## src/rtl/core/u16u8_pkg.sv

```systemverilog
`timescale 1ns / 1ps
`default_nettype none
// ----------------------------------------------------------------------------
// UTF-16 to UTF-8 encoder package
// Shared types, code-range constants and the byte selection function used by
// the front end, the item queue and the byte serializer.
// ----------------------------------------------------------------------------
package u16u8_pkg;

  localparam int UnitW = 16;
  localparam int CpW   = 21;
  localparam int ByteW = 8;

  // Surrogate ranges of a UTF-16 code unit.
  localparam logic [UnitW-1:0] HiSurLo = 16'hd800;
  localparam logic [UnitW-1:0] HiSurHi = 16'hdbff;
  localparam logic [UnitW-1:0] LoSurLo = 16'hdc00;
  localparam logic [UnitW-1:0] LoSurHi = 16'hdfff;
  localparam logic [CpW-1:0]   SuppBase = 21'h10000;

  // Upper bounds of the one, two and three byte encodings.
  localparam logic [CpW-1:0] Max1B = 21'h7f;
  localparam logic [CpW-1:0] Max2B = 21'h7ff;
  localparam logic [CpW-1:0] Max3B = 21'hffff;

  // Lead and continuation byte prefixes.
  localparam logic [ByteW-1:0] Lead2 = 8'hc0;
  localparam logic [ByteW-1:0] Lead3 = 8'he0;
  localparam logic [ByteW-1:0] Lead4 = 8'hf0;
  localparam logic [ByteW-1:0] Cont  = 8'h80;

  // Encoded length minus one.
  typedef enum logic [1:0] {
    LEN_1 = 2'd0,
    LEN_2 = 2'd1,
    LEN_3 = 2'd2,
    LEN_4 = 2'd3
  } len_t;

  // One classified code point waiting to be serialized.
  typedef struct packed {
    logic [CpW-1:0] cp;
    len_t           len;
  } item_t;

  // Queue status seen by both neighbors.
  typedef struct packed {
    logic valid;
    logic full;
  } q_status_t;

  // Byte number idx (0 = lead byte) of the UTF-8 form of cp.
  function automatic logic [ByteW-1:0] utf8_byte_sel(input logic [CpW-1:0] cp,
                                                    input len_t len,
                                                    input logic [1:0] idx);
    logic [ByteW-1:0] res;
    logic [1:0]       rem;
    rem = 2'(len) - idx;
    if (idx == 2'd0) begin
      unique case (len)
        LEN_1:   res = {1'b0, cp[6:0]};
        LEN_2:   res = Lead2 | {3'b000, cp[10:6]};
        LEN_3:   res = Lead3 | {4'b0000, cp[15:12]};
        default: res = Lead4 | {5'b00000, cp[20:18]};
      endcase
    end else begin
      unique case (rem)
        2'd0:    res = Cont | {2'b00, cp[5:0]};
        2'd1:    res = Cont | {2'b00, cp[11:6]};
        default: res = Cont | {2'b00, cp[17:12]};
      endcase
    end
    return res;
  endfunction

endpackage
`default_nettype wire

```

## src/rtl/core/utf16_to_utf8_encoder.sv

```systemverilog
`timescale 1ns / 1ps
`default_nettype none
// ----------------------------------------------------------------------------
// UTF-16 to UTF-8 encoder
// Converts a stream of UTF-16 code units into a stream of UTF-8 bytes.
//
// Channel  Dir  tdata            tuser           tlast
// in_      in   [15:0] unit      [0] str start   -
// out_     out  [7:0] byte       -               last byte of unit
//
// Each unit yields as many bytes as its code point needs (1 to 4, none for a
// high surrogate), emitted by the byte serializer.
// Input is taken every cycle while the two-entry item queue has room.
// Reset clears the pending surrogate, the queue pointers and count, and the output valid flag.
// Output stalls back up through the queue to in_tready.
// ----------------------------------------------------------------------------
module utf16_to_utf8_encoder
  import u16u8_pkg::*;
(
  input  wire logic             clk,
  input  wire logic             rst_n,
  input  wire logic             in_tvalid,
  output logic                  in_tready,
  input  wire logic [UnitW-1:0] in_tdata,   // [15:0] code_unit
  input  wire logic             in_tuser,   // [0] string_start
  output logic                  out_tvalid,
  input  wire logic             out_tready,
  output logic [ByteW-1:0]      out_tdata,  // [7:0] utf8_byte
  output logic                  out_tlast   // last_byte
);

  q_status_t q_status;
  item_t     push_item, head;
  logic      push, pop;

  // Front end: surrogate pairing and classification.
  u16u8_front u_front (
    .clk       (clk),
    .rst_n     (rst_n),
    .in_tvalid (in_tvalid),
    .in_tready (in_tready),
    .in_tdata  (in_tdata),
    .in_tuser  (in_tuser),
    .q_status  (q_status),
    .push      (push),
    .push_item (push_item)
  );

  // Item queue between the two halves.
  u16u8_queue u_queue (
    .clk       (clk),
    .rst_n     (rst_n),
    .push      (push),
    .push_item (push_item),
    .pop       (pop),
    .head      (head),
    .q_status  (q_status)
  );

  // Back end: byte serialization.
  u16u8_back u_back (
    .clk        (clk),
    .rst_n      (rst_n),
    .head       (head),
    .q_status   (q_status),
    .pop        (pop),
    .out_tvalid (out_tvalid),
    .out_tready (out_tready),
    .out_tdata  (out_tdata),
    .out_tlast  (out_tlast)
  );

endmodule
`default_nettype wire

```

## src/rtl/core/u16u8_front.sv

```systemverilog
`timescale 1ns / 1ps
`default_nettype none
// ----------------------------------------------------------------------------
// UTF-16 front end
// Accepts code units, pairs surrogates, and pushes each resulting code point
// with its encoded length into the item queue.
// ----------------------------------------------------------------------------
module u16u8_front
  import u16u8_pkg::*;
(
  input  wire logic             clk,
  input  wire logic             rst_n,
  input  wire logic             in_tvalid,
  output logic                  in_tready,
  input  wire logic [UnitW-1:0] in_tdata,   // [15:0] code_unit
  input  wire logic             in_tuser,   // [0] string_start
  input  wire q_status_t        q_status,
  output logic                  push,
  output item_t                 push_item
);

  logic [CpW-1:0] pending_r, pending_nxt;
  logic [CpW-1:0] base;
  logic [CpW-1:0] cp;
  logic           is_high, is_low, accept;

  // Accept while the queue has room.
  assign in_tready = !q_status.full;
  assign accept    = in_tvalid && in_tready;

  // Classify the unit and build its code point.
  always_comb begin
    is_high = (in_tdata >= HiSurLo) && (in_tdata <= HiSurHi);
    is_low  = (in_tdata >= LoSurLo) && (in_tdata <= LoSurHi);
    base    = in_tuser ? '0 : pending_r;
    if (is_low) begin
      cp = base | {11'd0, in_tdata[9:0]};
    end else begin
      cp = {5'd0, in_tdata};
    end
    if (cp <= Max1B) begin
      push_item.len = LEN_1;
    end else if (cp <= Max2B) begin
      push_item.len = LEN_2;
    end else if (cp <= Max3B) begin
      push_item.len = LEN_3;
    end else begin
      push_item.len = LEN_4;
    end
    push_item.cp = cp;
    push         = accept && !is_high;
    pending_nxt  = pending_r;
    if (accept) begin
      if (is_high) begin
        pending_nxt = SuppBase + {1'b0, in_tdata[9:0], 10'd0};
      end else begin
        pending_nxt = '0;
      end
    end
  end

  // Pending surrogate register.
  always_ff @(posedge clk) begin
    if (!rst_n) begin
      pending_r <= '0;
    end else begin
      pending_r <= pending_nxt;
    end
  end

endmodule
`default_nettype wire

```

## src/rtl/core/u16u8_queue.sv

```systemverilog
`timescale 1ns / 1ps
`default_nettype none
// ----------------------------------------------------------------------------
// Item queue
// Two-entry queue of classified code points between front end and serializer.
// ----------------------------------------------------------------------------
module u16u8_queue
  import u16u8_pkg::*;
(
  input  wire logic  clk,
  input  wire logic  rst_n,
  input  wire logic  push,
  input  wire item_t push_item,
  input  wire logic  pop,
  output item_t      head,
  output q_status_t  q_status
);

  item_t      mem_r [2];
  logic       wr_ptr_r, rd_ptr_r;
  logic [1:0] count_r, count_nxt;

  assign head           = mem_r[rd_ptr_r];
  assign q_status.valid = (count_r != 2'd0);
  assign q_status.full  = (count_r == 2'd2);

  always_comb begin
    count_nxt = count_r + {1'b0, push} - {1'b0, pop};
  end

  // Pointers and fill count.
  always_ff @(posedge clk) begin
    if (!rst_n) begin
      wr_ptr_r <= 1'b0;
      rd_ptr_r <= 1'b0;
      count_r  <= 2'd0;
    end else begin
      if (push) begin
        wr_ptr_r <= !wr_ptr_r;
      end
      if (pop) begin
        rd_ptr_r <= !rd_ptr_r;
      end
      count_r <= count_nxt;
    end
  end

  // Entry storage.
  always_ff @(posedge clk) begin
    if (push) begin
      mem_r[wr_ptr_r] <= push_item;
    end
  end

  a_no_overflow: assert property (@(posedge clk) disable iff (!rst_n)
    !(push && count_r == 2'd2 && !pop)) else $error("queue overflow");
  a_no_underflow: assert property (@(posedge clk) disable iff (!rst_n)
    pop |-> count_r != 2'd0) else $error("queue underflow");
  a_count_range: assert property (@(posedge clk) disable iff (!rst_n)
    count_r != 2'd3) else $error("queue count out of range");
  a_count_step: assert property (@(posedge clk) disable iff (!rst_n)
    (push && !pop) |=> count_r == $past(count_r) + 2'd1)
    else $error("queue count did not advance on push");

endmodule
`default_nettype wire

```

## src/rtl/core/u16u8_back.sv

```systemverilog
`timescale 1ns / 1ps
`default_nettype none
// ----------------------------------------------------------------------------
// Byte serializer
// Emits the UTF-8 bytes of the queue head one per cycle while out_tready allows,
// into an output register, and retires the item with its last byte.
// ----------------------------------------------------------------------------
module u16u8_back
  import u16u8_pkg::*;
(
  input  wire logic       clk,
  input  wire logic       rst_n,
  input  wire item_t      head,
  input  wire q_status_t  q_status,
  output logic            pop,
  output logic            out_tvalid,
  input  wire logic       out_tready,
  output logic [ByteW-1:0] out_tdata,  // [7:0] utf8_byte
  output logic            out_tlast    // last_byte
);

  logic [1:0]       idx_r, idx_nxt;
  logic             valid_r, valid_nxt;
  logic [ByteW-1:0] data_r, data_nxt;
  logic             last_r, last_nxt;
  logic             load, is_last;

  assign out_tvalid = valid_r;
  assign out_tdata  = data_r;
  assign out_tlast  = last_r;

  // Load the next byte whenever the output register is free or draining.
  always_comb begin
    load      = q_status.valid && (!valid_r || out_tready);
    is_last   = (idx_r == 2'(head.len));
    pop       = load && is_last;
    idx_nxt   = idx_r;
    valid_nxt = valid_r && !out_tready;
    data_nxt  = data_r;
    last_nxt  = last_r;
    if (load) begin
      valid_nxt = 1'b1;
      data_nxt  = utf8_byte_sel(head.cp, head.len, idx_r);
      last_nxt  = is_last;
      idx_nxt   = is_last ? 2'd0 : idx_r + 2'd1;
    end
  end

  // Byte index and output register.
  always_ff @(posedge clk) begin
    if (!rst_n) begin
      idx_r   <= 2'd0;
      valid_r <= 1'b0;
    end else begin
      idx_r   <= idx_nxt;
      valid_r <= valid_nxt;
    end
    data_r <= data_nxt;
    last_r <= last_nxt;
  end

  a_idx_bound: assert property (@(posedge clk) disable iff (!rst_n)
    q_status.valid |-> idx_r <= 2'(head.len)) else $error("byte index past item");
  a_pop_last: assert property (@(posedge clk) disable iff (!rst_n)
    pop |=> (out_tvalid && out_tlast)) else $error("retired item without last byte");
  a_idx_reset: assert property (@(posedge clk) disable iff (!rst_n)
    pop |=> idx_r == 2'd0) else $error("byte index not cleared after retire");

endmodule
`default_nettype wire
```

## config.mk

```make
export PLATFORM = sky130hd
export DESIGN_NAME = utf16_to_utf8_encoder
export DESIGN_NICKNAME = d
export VERILOG_FILES = /design/src/rtl/core/u16u8_pkg.sv /design/src/rtl/core/utf16_to_utf8_encoder.sv /design/src/rtl/core/u16u8_front.sv /design/src/rtl/core/u16u8_queue.sv /design/src/rtl/core/u16u8_back.sv
export SDC_FILE = /design/constraint.sdc
export NUM_CORES = 1
export LEC_CHECK = 0
export BUFFER_PORTS_ARGS = -buffer_cell sky130_fd_sc_hd__buf_2
export CELL_PAD_IN_SITES_DETAIL_PLACEMENT = 1
export CELL_PAD_IN_SITES_GLOBAL_PLACEMENT = 2
export CORE_ASPECT_RATIO = 0.5
export CORE_MARGIN = 3
export CORE_UTILIZATION = 40
export DETAILED_ROUTE_END_ITERATION = 10
export MAX_ROUTING_LAYER = met4
export PLACE_DENSITY_LB_ADDON = 0.1
export SLEW_MARGIN = 30
export SYNTH_ARGS = -nofsm -noshare
export SYNTH_HDL_FRONTEND = slang
export SYNTH_HIERARCHICAL = 1
export SYNTH_SLANG_ARGS = --single-unit
```

## constraint.sdc

```tcl
create_clock -name clk -period 7.4 [get_ports clk]
set_input_delay 0.74 -clock clk [delete_from_list [all_inputs] [get_ports clk]]
set_output_delay 0.74 -clock clk [all_outputs]
set_load 0.005 [all_outputs]
```

### Word level (Yosys, flattened, before mapping)

Memories as Yosys holds them, arrays and structs flattened. A register that Yosys moved wholly into a read port is not among the register bits.
Index checks and enable logic that the tools add are counted.

* muxes and demuxes: 15
* reduce and logical (&&, ||, !) cells: 18
* equality and inequality tests: 5
* bitwise operators: 1
* $add $sub $neg: 5
* magnitude comparators: 7

Operators with widths (number)
* $mux 21: 3
* $ge 16x16->1 const B: 2
* $le 16x16->1 const B: 2
* $pmux 8 s3: 1
* $add 17x20->21 const A: 1
* $le 21x11->1 const B: 1
* $le 21x16->1 const B: 1
* $le 21x7->1 const B: 1
* $or 21x10->21: 1
* $pmux 6 s2: 1
* $mux 8: 1
* $logic_and 1x1->1: 7
* $logic_not 1->1: 6
* $logic_not 2->1: 3
* $mux 1: 6
* $mux 2: 3
* $eq 2x1->1 const B: 2
* $eq 2x2->1 const B: 2
* $add 2x1->2: 1
* $add 2x1->2 const B: 1
* $eq 2x2->1: 1
* $reduce_bool 2->1: 1
* $sub 2x1->2: 1
* $sub 2x2->2: 1
* $logic_or 1x1->1: 1

* memories: 1
* bits in registers: 37
* output and inout bits: 11
* word-level logic and storage cells: 60
* memory bits (writable): 46

Memories
* u_queue.mem_r: depth 2, width 23, rd ports 1, clocked after Yosys merged registers in 1, wr ports 1, line u16u8_queue.sv:19 `item_t mem_r [2];`

### Logic depth before layout (Yosys ltp)

* depth after elaboration: 7
* gate-level depth with buffers: 11

### Modules after synthesis

The synthesis kept the hierarchy.

Modules (own cells, without submodules)
* u16u8_queue: cells each 92, area each 1890.6 µm², times used 1, seq. area each 1481.4 µm²
* u16u8_front: cells each 115, area each 858.3 µm², times used 1, seq. area each 220.2 µm²
* u16u8_back: cells each 79, area each 845.8 µm², times used 1, seq. area each 330.3 µm²

### Worst setup path after synthesis

Ideal clock, no wire load.

* path type: input-to-reg
* from: input port in_tvalid
* to: memory u_queue/mem_r[0][0] in the netlist's numbering (enable)
* setup slack: 4.637 ns
* arrival time: 2.356 ns
* library setup time: 0.407 ns
* stages: 3
* buffers on the path: 0
* cell sequence: nor2b_1 -> o31a_2 -> nor2b_1

* longest elaborated chain between the ends: 4

RTL lines
* from (decl): line utf16_to_utf8_encoder.sv:22 `input wire logic in_tvalid,`
* $logic_and 1x1->1: line u16u8_front.sv:29 `assign accept = in_tvalid && in_tready;`
* $logic_and 1x1->1: line u16u8_front.sv:51 `push = accept && !is_high;`
* net push: line utf16_to_utf8_encoder.sv:34 `logic push, pop;`
* $mux 1: line u16u8_queue.sv:50 `if (push) begin`
* $mux 1 (implied by the code): line u16u8_queue.sv:51 `mem_r[wr_ptr_r] <= push_item;`
* to (decl): line u16u8_queue.sv:19

The timed path passes the listed nets, and every way through them passes these cells.

==> metrics.csv <==
metric;value;unit
post-layout util;49.49;%
first-pass GRT wire length;13570;um
critical path fanouts, max;23;
IO Port Bufs;31;
maxcap violations;0;
initial antenna violation count;0;
worst-skew pair later-pin latency;0.33;ns
flops & latches, synth;74;
DR vias/cell;5.374;
Post-CTS Repair Setup Buffers;0;
vias in the first global route;2403;
largest net degree at the start of global routing;25;
Synth cell types;43;
core area;8346;um^2
final hold vios;0;
fmax;338.0;MHz
Wirelength per Cell;19.77;um
# setup viols final;0;
Resize count post-CTS;0;
Syn Nets;318;
H-tree Lvls;3;
Max IR drop VDD;0.1378;mV
EDFF count, synth;55;
vias post-DR;2300;
I/O pin count;32;
hold buffers post-CTS;0;
syn_area_per_cell;12.57;um^2
routability congestion estimate;0.8789;
Pre-antenna DRT Iters;4;
Worst Skew;0.006074;ns
DRC violations left;0;
antenna viol nets, final;0;
leftover overflow at the end of global routing;0;
Tot Pwr;0.001452;W
layout cell share with drive strength beyond 1;26.90;%
clk buf depth;2;
placed wire-length estimate;6096;um
RSZ-0062 raised after global routing;no;
Cells after Synth;286;
Tot GR Track Use;18.36;%
type of the tightest min-delay check;flop to flop;
asr flop ratio synth;0;%
top_reg_cell synth;edfxtp_1;
pwr/cell area;351.6;nW/um^2
Worst Path Required;7.67;ns
slew margin rel.;47.02;%
# rows;23;
crit end category;flop;
area grow syn2layout;14.90;%
Min Clock Period, post-route;2.959;ns
setup tns final;0;ns
TritonCTS clock tree;yes;
clk sinks;74;
Worst Setup EP;u_queue/count_r[1];
Setup Crit Path Kind;flop to flop;
Final period util;39.98;%
Worst-Margin Slew;0.7918;ns
leading area contributor after synthesis;edfxtp_1;
area share of the largest cell type after synthesis;45.95;%
most frequent cell after synthesis;edfxtp_1;
post-synthesis cell area;3595;um^2
max-slew violations;0;
width of the die;140.1;um
Syn. warnings;6;
Worst setup SP type;flop;
r2r endpoint;u_queue/count_r[1];
First DRT Iteration DRCs;205;
Area contributors post-synth;edfxtp_1, dfxtp_1, mux2_2;
n_diodes;0;
die height;73.04;um
P_leak;1.546;nW
worst path arrival time;3.22;ns
register clock-pin slew on the reported worst setup and hold paths;0.06;ns
most instantiated cells after synthesis;edfxtp_1, mux2_2, nand2_1;
initial core utilization;43.07;%
final wirelength;8462;um
r2r worst-path depth;10;
cts bufs inserted;9;
area of the die;10230;um^2
outcome;completed;
post-synthesis sequential area ratio;56.53;%
# nets final;343;
root buf cell;clkbuf_16;
reg2reg setup slack;4.44;ns
placed cells by master (no fill, tap or decap), drive strengths merged, types with 6 or more instances in the layout:
master | Yosys | routed
edfxtp | 55 | 55
buf | 12 | 31
mux2 | 29 | 29
nand2 | 21 | 21
dfxtp | 19 | 19
inv | 18 | 18
a21oi | 15 | 15
and2 | 12 | 12
ha | 11 | 11
clkbuf | 5 | 11
nor2 | 9 | 9
nor2b | 9 | 9
mux2i | 6 | 6
worst min-delay path by stage:
stage                     slack, ns  cells after the start                    end                   from
after floorplan                0.43                      2  u_front/pending_r[12]  u_front/pending_r[12]
after global placement         0.45                      2  u_front/pending_r[12]  u_front/pending_r[12]
after detailed placement       0.45                      2  u_front/pending_r[12]  u_front/pending_r[12]
after CTS                      0.46                      2  u_front/pending_r[12]  u_front/pending_r[12]
after global routing           0.48                      2  u_front/pending_r[12]  u_front/pending_r[12]
final                          0.46                      2  u_front/pending_r[12]  u_front/pending_r[12]
stage by stage:
stage | setup WS, ns | hold WS [ns] | cells | instance area [um^2]
after floorplan | 4.637 | 0.4318 | 286 | 3595
after global placement | 3.996 | 0.4483 | 412 | 3776
after detailed placement | 4.130 | 0.4543 | 412 | 3784
after CTS | 4.101 | 0.4626 | 428 | 4128
after global routing | 4.203 | 0.4843 | 428 | 4130
final | 4.441 | 0.4588 | 428 | 4130
sequential cells by signal, indices dropped and copies added, names as in the netlist, named ones only:
name,cells
u_queue/rd_ptr_r,1
u_queue/wr_ptr_r,1
u_front/pending_r,11
u_back/out_tvalid,1
u_queue/count_r,2
u_back/out_tlast,1
u_back/idx_r,2
u_queue/mem_r,46
u_back/out_tdata,8
routing by layer:
| layer | GRT usage [%] | wire, um | part of all wire (%) | vias up |
|---|---|---|---|---|
| met5 | - | 0 | 0 | - |
| met4 | 4.296 | 55 | 0.65 | 0 |
| met3 | 5.170 | 456 | 5.4 | 9 |
| met2 | 25.44 | 3584 | 42 | 63 |
| met1 | 26.63 | 4365 | 52 | 1128 |
| li1 | - | - | - | 1100 |
power by group:
group / total (W) / leakage (nW) / internal [W] / switching [W]
clock network: 0.000499 / 0.163 / 0.000337 / 0.000161
registers: 0.000576 / 0.672 / 0.000543 / 0.0000335
logic: 0.000377 / 0.710 / 0.000165 / 0.000213
total: 0.00145 / 1.55 / 0.00104 / 0.000408
cell type report:
type | count | area, um^2
tap | 112 | 140.1
multi-input combinational | 177 | 1390
fill | 883 | 4215
clock buffer | 11 | 242.7
clock inverter | 5 | 101.3
sequential | 74 | 2033
inverter | 18 | 67.56
timing repair buffer | 31 | 155.1
cells by family (layout without fill, tap and decap cells):
| kind of cell | count (synthesis) | in the layout | synth area share [%] |
|---|---|---|---|
| buffers and inverters | 35 | 65 | 5.116 |
| multiplexers | 35 | 35 | 10.76 |
| AND/OR/NAND/NOR | 71 | 71 | 10.55 |
| flip-flops | 74 | 74 | 56.53 |
| AO/OA/AOI/OAI | 54 | 54 | 10.96 |
| XOR/XNOR | 6 | 6 | 2.262 |
| adder cells (fa/ha/maj) | 11 | 11 | 3.829 |
critical path: stages, from the launching register on:
cell	delay, ns
dfxtp_2	0.66
mux2_2	0.43
inv_1	0.11
ha_1	0.37
and2_1	0.21
and2_1	0.16
ha_1	0.29
inv_1	0.06
ha_1	0.13
xnor3_1	0.37
nor2b_1	0.11
Note: power is estimated with default switching activity, not from simulation.
